[config.mk]
export PLATFORM = sky130hd
export DESIGN_NAME = newton_square_root_core_flat
export DESIGN_NICKNAME = d
export VERILOG_FILES = /design/src/hdl/nsr_pkg.sv /design/src/hdl/nsr_if.sv /design/src/hdl/newton_square_root_core.sv /design/src/hdl/nsr_datapath.sv /design/src/hdl/nsr_ctrl.sv /design/src/flat_wrapper.sv
export VERILOG_INCLUDE_DIRS = /design/src /design/src/hdl
export SDC_FILE = /design/constraint.sdc
export NUM_CORES = 1
export LEC_CHECK = 0
export BUFFER_PORTS_ARGS = -buffer_cell sky130_fd_sc_hd__clkbuf_2
export CORE_UTILIZATION = 55
export CTS_BUF_LIST = sky130_fd_sc_hd__clkbuf_4 sky130_fd_sc_hd__clkbuf_8
export DETAILED_ROUTE_END_ITERATION = 6
export PLACE_DENSITY = 0.75
export SLEW_MARGIN = 10
export SYNTH_ARGS = -nofsm -noshare
export SYNTH_HDL_FRONTEND = slang
export SYNTH_SLANG_ARGS = --single-unit
[constraint.sdc]
create_clock -name clk -period 13 [get_ports clk]
set_input_delay 2.6 -clock clk [delete_from_list [all_inputs] [get_ports clk]]
set_output_delay 2.6 -clock clk [all_outputs]
set_load 0.01 [all_outputs]
[src/hdl/newton_square_root_core_macros.svh]
// assertion macros for the newton square root core
`ifndef NEWTON_SQUARE_ROOT_CORE_MACROS_SVH
`define NEWTON_SQUARE_ROOT_CORE_MACROS_SVH
`ifndef SYNTH
// plain property checked on every clock edge out of reset
`define NSR_ASSERT(lbl, prop, msg) \
  lbl: assert property (@(posedge clk) disable iff (!rst_n) (prop)) else $error(msg);
// antecedent in this cycle implies consequent in the next
`define NSR_ASSERT_NEXT(lbl, ante, cons, msg) \
  lbl: assert property (@(posedge clk) disable iff (!rst_n) (ante) |=> (cons)) else $error(msg);
`else
`define NSR_ASSERT(lbl, prop, msg)
`define NSR_ASSERT_NEXT(lbl, ante, cons, msg)
`endif
`endif

[src/hdl/nsr_pkg.sv]
// shared constants, types and helpers of the newton square root core
`default_nettype none
package nsr_pkg;

  localparam int FRAC_BITS   = 16;
  localparam int RAD_W       = 32;
  localparam int ROOT_W      = 24;
  localparam int SCALED_W    = RAD_W + FRAC_BITS;
  localparam int CNT_W       = $clog2(SCALED_W);
  localparam int LIMIT_W     = 7;
  localparam int PADDR_W     = 2;
  localparam int PDATA_W     = 32;

  localparam logic [LIMIT_W-1:0]  LIMIT_MAX   = LIMIT_W'(64);
  localparam logic [LIMIT_W-1:0]  LIMIT_RESET = LIMIT_W'(32);
  localparam logic [ROOT_W-1:0]   ROOT_MAX    = {ROOT_W{1'b1}};
  localparam logic [PADDR_W-1:0]  ADDR_LIMIT  = PADDR_W'(0);

  // controller to datapath
  typedef struct packed {
    logic load;
    logic div_start;
    logic div_step;
    logic update;
    logic out_load;
  } nsr_cmd_t;

  // datapath to controller
  typedef struct packed {
    logic s_zero;
    logic div_last;
    logic stop;
  } nsr_stat_t;

  function automatic logic [LIMIT_W-1:0] clamp_limit(input logic [LIMIT_W-1:0] v);
    logic [LIMIT_W-1:0] r;
    r = v;
    if (v == '0) r = LIMIT_W'(1);
    else if (v > LIMIT_MAX) r = LIMIT_MAX;
    return r;
  endfunction

endpackage
`default_nettype wire

[src/hdl/nsr_if.sv]
// valid/ready channel interfaces for radicands and roots
`default_nettype none
interface nsr_in_if import nsr_pkg::*; ();
  logic              valid;
  logic              ready;
  logic [RAD_W-1:0]  radicand;
  modport source (output valid, output radicand, input ready);
  modport sink   (input valid, input radicand, output ready);
endinterface

interface nsr_out_if import nsr_pkg::*; ();
  logic              valid;
  logic              ready;
  logic [ROOT_W-1:0] root;
  logic              settled;
  modport source (output valid, output root, output settled, input ready);
  modport sink   (input valid, input root, input settled, output ready);
endinterface
`default_nettype wire

[src/hdl/newton_square_root_core.sv]
// newton square root core: takes an unsigned Q16.16 radicand on in_ch and
// returns the Q8.16 root, saturated to 24 bits, with a settled flag on out_ch.
// both channels move a transaction when valid and ready are high at a clock edge.
// one radicand is worked at a time; in_ch.ready is high only while idle.
// each newton step sets up the divider, runs the bit-per-cycle restoring
// division of the 48-bit scaled radicand, then updates the estimate.
// a nonzero radicand runs k steps before it reaches the output register, k from
// 1 to iteration_limit (at most 64); a zero radicand skips the division and
// goes straight to the output register.
// the apb register at address 0 holds iteration_limit (7 bits, reset 32);
// 0 acts as 1 and values above 64 act as 64. write it only while idle.
// the result sits in an output register: a new radicand is taken while it waits,
// and a finished root stalls in the core until the receiver takes the previous one.
// reset (rst_n low, synchronous) empties the core and restores the limit.
`default_nettype none
`include "newton_square_root_core_macros.svh"
module newton_square_root_core import nsr_pkg::*; (
  input  wire logic               clk,
  input  wire logic               rst_n,
  nsr_in_if.sink                  in_ch,
  nsr_out_if.source               out_ch,
  input  wire logic               psel,
  input  wire logic               penable,
  input  wire logic               pwrite,
  input  wire logic [PADDR_W-1:0] paddr,
  input  wire logic [PDATA_W-1:0] pwdata,
  output logic [PDATA_W-1:0]      prdata,
  output logic                    pready
);

  logic [LIMIT_W-1:0] limit_r;
  logic               cfg_wr;
  nsr_cmd_t           cmd;
  nsr_stat_t          st;

  assign pready = 1'b1;
  assign cfg_wr = psel && penable && pwrite && pready && (paddr == ADDR_LIMIT);
  assign prdata = (paddr == ADDR_LIMIT) ? PDATA_W'(limit_r) : '0;

  always_ff @(posedge clk) begin
    if (!rst_n) begin
      limit_r <= LIMIT_RESET;
    end else if (cfg_wr) begin
      limit_r <= pwdata[LIMIT_W-1:0];
    end
  end

  nsr_ctrl u_ctrl (
    .clk       (clk),
    .rst_n     (rst_n),
    .in_valid  (in_ch.valid),
    .in_ready  (in_ch.ready),
    .out_valid (out_ch.valid),
    .out_ready (out_ch.ready),
    .st        (st),
    .cmd       (cmd)
  );

  nsr_datapath u_dp (
    .clk      (clk),
    .cmd      (cmd),
    .radicand (in_ch.radicand),
    .limit    (limit_r),
    .st       (st),
    .root     (out_ch.root),
    .settled  (out_ch.settled)
  );

  // a taken radicand leaves the core busy in the next cycle
  `NSR_ASSERT_NEXT(a_busy_after_take, in_ch.valid && in_ch.ready, !in_ch.ready, "core still ready after taking a radicand")
  // only a zero radicand yields a zero root, and it always settles
  `NSR_ASSERT(a_zero_root_settled, !(out_ch.valid && (out_ch.root == '0)) || out_ch.settled, "zero root without settled flag")
  // a register write lands in the limit register
  `NSR_ASSERT_NEXT(a_limit_write, cfg_wr, limit_r == $past(pwdata[LIMIT_W-1:0]), "iteration limit not updated by write")

endmodule
`default_nettype wire

[src/hdl/nsr_datapath.sv]
// estimate, restoring divider, iteration count and result register
`default_nettype none
module nsr_datapath import nsr_pkg::*; (
  input  wire logic               clk,
  input  wire nsr_cmd_t           cmd,
  input  wire logic [RAD_W-1:0]   radicand,
  input  wire logic [LIMIT_W-1:0] limit,
  output nsr_stat_t               st,
  output logic [ROOT_W-1:0]       root,
  output logic                    settled
);

  logic [RAD_W-1:0]    s_r;
  logic [SCALED_W-1:0] x_r;
  logic [LIMIT_W-1:0]  n_r;
  logic [LIMIT_W-1:0]  lim_r;
  logic [SCALED_W-1:0] rem_r;
  logic [SCALED_W-1:0] quo_r;
  logic [CNT_W-1:0]    cnt_r;
  logic                settled_r;
  logic [ROOT_W-1:0]   root_r;
  logic                out_settled_r;

  logic [SCALED_W-1:0] x_init;
  logic [SCALED_W:0]   rem_sh;
  logic                rem_ge;
  logic [SCALED_W:0]   rem_sub;
  logic [SCALED_W:0]   sum;
  logic [SCALED_W-1:0] x_new;
  logic [LIMIT_W:0]    n_inc;

  always_comb begin
    x_init = SCALED_W'(radicand >> 1);
    if (x_init == '0) x_init = SCALED_W'(1);
    if (radicand == '0) x_init = '0;
  end

  // one quotient bit per cycle
  assign rem_sh  = {rem_r, quo_r[SCALED_W-1]};
  assign rem_ge  = rem_sh >= {1'b0, x_r};
  assign rem_sub = rem_sh - {1'b0, x_r};

  always_comb begin
    sum   = {1'b0, x_r} + {1'b0, quo_r};
    x_new = sum[SCALED_W:1];
    if (x_new == '0) x_new = SCALED_W'(1);
  end

  assign n_inc = {1'b0, n_r} + (LIMIT_W+1)'(1);

  always_comb begin
    st.s_zero   = (s_r == '0);
    st.div_last = (cnt_r == '0);
    st.stop     = (x_new == x_r) || (n_inc >= {1'b0, lim_r});
  end

  always_ff @(posedge clk) begin
    if (cmd.load) begin
      s_r       <= radicand;
      x_r       <= x_init;
      n_r       <= '0;
      lim_r     <= clamp_limit(limit);
      settled_r <= (radicand == '0);
    end
    if (cmd.div_start) begin
      rem_r <= '0;
      quo_r <= {s_r, {FRAC_BITS{1'b0}}};
      cnt_r <= CNT_W'(SCALED_W - 1);
    end
    if (cmd.div_step) begin
      rem_r <= rem_ge ? rem_sub[SCALED_W-1:0] : rem_sh[SCALED_W-1:0];
      quo_r <= {quo_r[SCALED_W-2:0], rem_ge};
      cnt_r <= cnt_r - CNT_W'(1);
    end
    if (cmd.update) begin
      x_r       <= x_new;
      n_r       <= n_inc[LIMIT_W-1:0];
      settled_r <= (x_new == x_r);
    end
    if (cmd.out_load) begin
      root_r        <= (x_r > SCALED_W'(ROOT_MAX)) ? ROOT_MAX : x_r[ROOT_W-1:0];
      out_settled_r <= settled_r;
    end
  end

  assign root    = root_r;
  assign settled = out_settled_r;

endmodule
`default_nettype wire

[src/hdl/nsr_ctrl.sv]
// sequencer for load, division, newton update and result hand-off
`default_nettype none
module nsr_ctrl import nsr_pkg::*; (
  input  wire logic      clk,
  input  wire logic      rst_n,
  input  wire logic      in_valid,
  output logic           in_ready,
  output logic           out_valid,
  input  wire logic      out_ready,
  input  wire nsr_stat_t st,
  output nsr_cmd_t       cmd
);

  typedef enum logic [2:0] {
    ST_IDLE,
    ST_DIV_INIT,
    ST_DIV,
    ST_UPDATE,
    ST_FINISH
  } state_t;

  state_t state_r, state_nxt;
  logic   out_valid_r, out_valid_nxt;

  always_comb begin
    state_nxt     = state_r;
    out_valid_nxt = out_valid_r && !out_ready;
    cmd           = '0;
    case (state_r)
      ST_IDLE: begin
        if (in_valid) begin
          cmd.load  = 1'b1;
          state_nxt = ST_DIV_INIT;
        end
      end
      ST_DIV_INIT: begin
        if (st.s_zero) begin
          state_nxt = ST_FINISH;
        end else begin
          cmd.div_start = 1'b1;
          state_nxt     = ST_DIV;
        end
      end
      ST_DIV: begin
        cmd.div_step = 1'b1;
        if (st.div_last) state_nxt = ST_UPDATE;
      end
      ST_UPDATE: begin
        cmd.update = 1'b1;
        state_nxt  = st.stop ? ST_FINISH : ST_DIV_INIT;
      end
      ST_FINISH: begin
        // wait for the output register to free up
        if (!out_valid_r || out_ready) begin
          cmd.out_load  = 1'b1;
          out_valid_nxt = 1'b1;
          state_nxt     = ST_IDLE;
        end
      end
      default: state_nxt = ST_IDLE;
    endcase
  end

  always_ff @(posedge clk) begin
    if (!rst_n) begin
      state_r     <= ST_IDLE;
      out_valid_r <= 1'b0;
    end else begin
      state_r     <= state_nxt;
      out_valid_r <= out_valid_nxt;
    end
  end

  assign in_ready  = (state_r == ST_IDLE);
  assign out_valid = out_valid_r;

endmodule
`default_nettype wire
[src/flat_wrapper.sv]
// flat-port wrapper written by rule: the top's interface ports become plain ports
module newton_square_root_core_flat import nsr_pkg::*;
  (clk, rst_n, psel, penable, pwrite, paddr, pwdata, prdata, pready, in_ch_valid, in_ch_radicand, in_ch_ready, out_ch_valid, out_ch_root, out_ch_settled, out_ch_ready);
  nsr_in_if in_ch_i ();
  nsr_out_if out_ch_i ();
  input  wire logic clk;
  input  wire logic rst_n;
  input  wire logic psel;
  input  wire logic penable;
  input  wire logic pwrite;
  input  wire logic [PADDR_W-1:0] paddr;
  input  wire logic [PDATA_W-1:0] pwdata;
  output logic [PDATA_W-1:0] prdata;
  output logic pready;
  input wire logic [$bits(in_ch_i.valid)-1:0] in_ch_valid;
  input wire logic [$bits(in_ch_i.radicand)-1:0] in_ch_radicand;
  output wire logic [$bits(in_ch_i.ready)-1:0] in_ch_ready;
  output wire logic [$bits(out_ch_i.valid)-1:0] out_ch_valid;
  output wire logic [$bits(out_ch_i.root)-1:0] out_ch_root;
  output wire logic [$bits(out_ch_i.settled)-1:0] out_ch_settled;
  input wire logic [$bits(out_ch_i.ready)-1:0] out_ch_ready;
  assign in_ch_i.valid = in_ch_valid;
  assign in_ch_i.radicand = in_ch_radicand;
  assign in_ch_ready = in_ch_i.ready;
  assign out_ch_valid = out_ch_i.valid;
  assign out_ch_root = out_ch_i.root;
  assign out_ch_settled = out_ch_i.settled;
  assign out_ch_i.ready = out_ch_ready;
  newton_square_root_core u_core (.clk(clk), .rst_n(rst_n), .in_ch(in_ch_i), .out_ch(out_ch_i), .psel(psel), .penable(penable), .pwrite(pwrite), .paddr(paddr), .pwdata(pwdata), .prdata(prdata), .pready(pready));
endmodule
; Word-level counts from Yosys, hierarchy flattened
; Index checks and enable logic that the tools add are counted.
[word_totals]
out_inout_bits = 60
ff_bits = 233
inputBits = 73
latch_bits = 0
elab_cells = 84
memories = 0
mem_bits_rw = 0
mem_bits_ro = 0
[op_classes]
eq_ne = 8
muxes = 34
add_sub_neg = 4
mul = 0
div_mod_pow = 0
bitwise = 0
shifts = 0
order_cmp = 4
n_reduce_logical = 20
[op_table]
columns = operator, n
row1 = two-way mux 48 bit, 9
row2 = logical NOT 48 bit, 2
row3 = logical NOT 32 bit, 2
row4 = adder 48 x 48 -> 49 bit, 1
row5 = greater-or-equal comparator 49 x 48 -> 1 bit, 1
row6 = == test 48 bit, 1
row7 = greater-than comparator 48 x 24 -> 1 bit (second input constant), 1
row8 = subtractor 48 bit, 1
row9 = two-way mux 31 bit, 1
row10 = two-way mux 7 bit, 4
row11 = two-way mux 3 bit, 5
row12 = one-hot mux 3 bit (5 select lines), 1
row13 = two-way mux 1 bit, 12
row14 = two-way mux 6 bit, 2
row15 = adder 7 x 1 -> 8 bit (second input constant), 1
row16 = greater-or-equal comparator 8 x 7 -> 1 bit, 1
row17 = greater-than comparator 7 bit (second input constant), 1
row18 = logical NOT 7 bit, 1
row19 = == test 3 x 2 -> 1 bit (second input constant), 2
row20 = logical NOT 6 bit, 1
row21 = subtractor 6 x 1 -> 6 bit (second input constant), 1
row22 = logical AND 1 bit, 4
row23 = != test 2 bit (second input constant), 2
row24 = nonzero test 2 bit, 2
row25 = 9 further kinds, 11

; Logic depth before layout (Yosys ltp)
[depth]
depth_word = 7
mapped_depth = 17

; Hierarchy
; From an unflattened synthesis, not the netlist that was laid out.
[unflattened]
cells_unflattened = 1773
area_unflattened_um2 = 17190.2
[modules_own_cells]
columns = mod, n_inst, cells_per_inst, area_each_um2, seq_area_each_um2
row1 = nsr_datapath, 1, 1676, 16366.9, 6666.4
row2 = newton_square_root_core, 1, 68, 553.0, 140.1
row3 = nsr_ctrl, 1, 29, 270.3, 80.1

; Worst setup path before layout
; Ideal clock, no wire load.
[synth_path]
path_type = register to register
startpoint = register u_core.u_ctrl.state_r[1]
endpoint = register u_core.u_dp.cnt_r[0], enable pin
stages_incl_launch_ff = 4
path_buffers = 1
slack_ps = 4186
synth_period_minus_slack_ps = 8814
t_arrival_ps = 8099
cell_sequence = dfxtp_1 -> buf_2 -> o21bai_1 -> o31ai_1
[synth_via]
elab_chain_cells = 3
word_cells_on_any_way = 5
[synth_lines]
columns = element, line_no
row1 = start: declaration, nsr_ctrl.sv:22  ; state_t state_r, state_nxt;
row2 = start signal: assignment, nsr_ctrl.sv:69  ; state_r <= state_nxt;
row3 = == test 3 x 2 -> 1 bit or == test 3 x 1 -> 1 bit (tied branches), nsr_ctrl.sv:29  ; case (state_r)
row4 = two-way mux 1 bit, nsr_ctrl.sv:29
row5 = nonzero test 2 bit (no source line) *, n/a
row6 = end signal: assignment, nsr_datapath.sv:68  ; cnt_r <= CNT_W'(SCALED_W - 1);
row7 = end signal: assignment, nsr_datapath.sv:73  ; cnt_r <= cnt_r - CNT_W'(1);
row8 = end: declaration, nsr_datapath.sv:19  ; logic [CNT_W-1:0] cnt_r;
; Mark *: on every way between the ends. The rest lies on a longest branch, timed or not.
; A chain may end at the register's enable or synchronous reset.

; Worst setup path in the final report
[layout_path]
startpoint = register u_core.u_dp.x_r[15]
endpoint = register u_core.u_ctrl.state_r[0]
[layout_via]
elab_chain_cells = 7
[layout_lines]
columns = element, line_no
row1 = start: declaration, nsr_datapath.sv:14  ; logic [SCALED_W-1:0] x_r;
row2 = start signal: assignment, nsr_datapath.sv:60  ; x_r <= x_init;
row3 = start signal: assignment, nsr_datapath.sv:76  ; x_r <= x_new;
row4 = adder 48 x 48 -> 49 bit, nsr_datapath.sv:44  ; sum = {1'b0, x_r} + {1'b0, quo_r};
row5 = logical NOT 48 bit, nsr_datapath.sv:46  ; if (x_new == '0) x_new = SCALED_W'(1);
row6 = two-way mux 48 bit, nsr_datapath.sv:46
row7 = == test 48 bit *, nsr_datapath.sv:54  ; st.stop = (x_new == x_r) || (n_inc >= {1'b0, lim_r});
row8 = logical OR 1 bit *, nsr_datapath.sv:54
row9 = two-way mux 3 bit *, nsr_ctrl.sv:50  ; state_nxt = st.stop ? ST_FINISH : ST_DIV_INIT;
row10 = one-hot mux 3 bit (5 select lines) *, nsr_ctrl.sv:29
; Marked as above.

==> impl_metrics.ini <==
[run_status]
status = finished, final reports clean

[clock_tree]
cts.clk_slew.worst_paths_ns = 0.06
post_cts_buffers = 0
cts_tree = built
h-tree-depth = 2
cts_buffers = 41
cts_resized = 0
cts_buffer_depth = 3
cts_root_buf = clkbuf_8
postCtsHoldBufs = 0
clock_sinks = 233
clock_latency_ns = 0.59

[setup_path]
r2r-end = u_core.u_ctrl.state_r[0]$_SDFFE_PN0P_
cp-end-kind = register
setup.worst_path.start_class = register
critPathSlowestCell = nor3b_1
cpPeakStageDelay_ns = 0.82
crit_required_ns = 13.44
path_max_fanout = 10
reg2regPathDepth = 12
crit_start = u_core.u_dp.x_r[15]$_DFFE_PP_
cp.arrival_ns = 6.47
crit_type = register to register
critPathCapture = u_core.u_ctrl.state_r[0]$_SDFFE_PN0P_
path_cells = ha_1, nand4_1, or3_1, o41a_1, a31oi_1, xor2_1, a211o_1, or4_1, or4_4, o221ai_2, nor3b_1, o2bb2ai_1
regToRegStartpoint = u_core.u_dp.x_r[15]$_DFFE_PP_
ff2ff_setup_slack_ns = 6.97

[synthesis]
async_flop_share_pct = 0
synth_cells = 2004
synth_edf_count = 222
synthesis.area_um2 = 17800
synth_ff_type = edfxtp_1
synth.distinct_cells = 94
yosys_warnings = 0
ys_ff_latch = 233
avgSynthCellArea_um2 = 8.86
yosysSeqAreaShare_pct = 38.8

[timing]
setup_slack_ns = 6.97
tightest_slew_ns = 1.03
max_freq_ghz = 0.166
period_minus_slack_ns = 6.03
setup-tns-final_ns = 0
maxSlewViolCount = 0
finalHoldViolations = 0
fin_crit_sh_pct = 46.4
finalSetupViolCount = 0
timing.hold.ws_ns = 0.436
max_slew_margin_pct = 30.5
skew_ns = 0.0351
rsz0062_at_grt = no

[placed_design]
pre_cts_ws_ns = 7.09
hpwl_um = 44200
gp_congestion = 1.05
port_buffers = 81

[final_layout]
syn2layout_area_growth_pct = 7.77
fillCellCount = 2823
layout.nets = 2236
layout_common_cells = 316 x nand2_1, 222 x edfxtp_1, 158 x a21oi_1, 132 x nor2_1, 105 x ha_1
n_antenna_cell = 0
final_common_cell = nand2_1
drive_gt1_share_pct = 9.84

[global_routing]
track_usage_pct = 35.1
grt_max_degree = 80
grt_first_pass_wirelength_um = 88000
overflow = 0
antenna_found_initial = 0
grt_pass1_vias = 15100

[routing]
drt-total-wl_um = 57700
drt_iter0_markers = 1697
wire_per_inst_um = 23.2
drtPass1Iterations = 7
route.detailed.drc = 0
dr_total_vias = 16100
viasPerCell = 6.50
drt.antenna.violating_nets = 0

[floorplan]
io-pin-count = 133
coreArea_um2 = 31600
initial_utilization_pct = 56.2
fp.dieW_um = 182
die_area_um2 = 33000
rows = 65
die_height_um = 182

[hold_path]
hold_class = register to register

[job]
cap_violations = 0
per-layer routing:
layer | GRT usage, % | routed length, um | part of all wire, %
met1 | 48.0 | 25100 | 43
met2 | 56.0 | 26000 | 45
met3 | 4.63 | 4170 | 7.2
met4 | 14.7 | 2430 | 4.2
met5 | 0 | 0 | 0
worst min-delay path by stage:
stage | startpoint | depth (start not counted) | slack [ns] | end
6_report | u_core.u_dp.settled_r$_DFFE_PP_ | 0 | 0.44 | u_core.u_dp.settled$_DFFE_PP_
5_1_grt | u_core.u_dp.settled_r$_DFFE_PP_ | 0 | 0.44 | u_core.u_dp.settled$_DFFE_PP_
4_1_cts | u_core.u_dp.settled_r$_DFFE_PP_ | 0 | 0.44 | u_core.u_dp.settled$_DFFE_PP_
3_5_place_dp | u_core.u_dp.settled_r$_DFFE_PP_ | 0 | 0.41 | u_core.u_dp.settled$_DFFE_PP_
3_3_place_gp | u_core.u_dp.settled_r$_DFFE_PP_ | 0 | 0.42 | u_core.u_dp.settled$_DFFE_PP_
2_1_floorplan | u_core.u_dp.settled_r$_DFFE_PP_ | 0 | 0.40 | u_core.u_dp.settled$_DFFE_PP_
synthesized netlist by cell type, types with 20 or more instances:
cell type / n / share of area [%]
and3_1: 39 / 1.4
nor4_1: 40 / 1.4
o21ai_0: 101 / 2.8
xor2_1: 29 / 1.4
xnor2_1: 90 / 4.4
buf_4: 26 / 1.1
nand3_1: 43 / 1.2
nor3_1: 37 / 1.0
a21oi_1: 158 / 4.5
nand4_1: 44 / 1.5
nor2_1: 132 / 2.8
or3_1: 20 / 0.70
a211oi_1: 20 / 0.85
and2_1: 25 / 0.88
edfxtp_1: 222 / 38
ha_1: 105 / 7.4
nand2_1: 319 / 6.7
inv_1: 84 / 1.8
a21o_1: 44 / 1.9
nor2b_1: 32 / 1.1
clkbuf_1: 69 / 1.5
flip-flops by register name, indices dropped and copies added (netlist names):
register and flops:
u_core.u_dp.n_r 7, u_core.u_dp.settled_r 1, u_core.limit_r 7, u_core.u_dp.cnt_r 6
u_core.u_dp.quo_r 48, u_core.u_dp.lim_r 7, u_core.u_dp.root 24, u_core.u_ctrl.out_valid 1
u_core.u_dp.rem_r 48, u_core.u_ctrl.state_r 3, u_core.u_dp.s_r 32, u_core.u_dp.x_r 48
u_core.u_dp.settled 1
final cells by class:
class	instances	area, um^2	share of cell area (%)
inverter	84	315	1.65
timing repair buffer	96	518	2.71
tap	402	503	2.63
clock inverter	19	115	0.601
multi-input combinational	1600	10200	53.0
sequential	233	6890	36.0
clock buffer	51	652	3.41
cell families (layout without fill, tap and decap cells):
logic type	count (synthesis)	after routing	synth area share, %
buffers and inverters	195	250	4.81
AO/OA/AOI/OAI	516	516	19.0
adder cells (fa/ha/maj)	107	107	7.62
flip-flops	233	233	38.8
AND/OR/NAND/NOR	810	810	22.3
multiplexers	19	19	1.13
XOR/XNOR	122	122	6.25
other	2	26	0.0423
critical path: cells and delay by family (launching register included):
family                     cells  cell delay [ns]
adders and majority gates      1             0.54
xor gates and xnor gates       1             0.26
AOI/OAI and AO/OA              5             1.71
DFF                            1             0.55
and+or+nand+nor                5             2.84
metrics by stage:
step | utilization (%) | cells | instance area [um^2]
6_report | 60.5 | 2485 | 19100
5_1_grt | 60.5 | 2485 | 19100
3_3_place_gp | 58.1 | 2415 | 18400
3_5_place_dp | 58.1 | 2415 | 18400
2_1_floorplan | - | 2028 | 17900
4_1_cts | 60.5 | 2485 | 19100
Power is left out: the tool's default activity adds up to more than one toggle a clock period on the data nets, which glitch-free logic cannot reach.
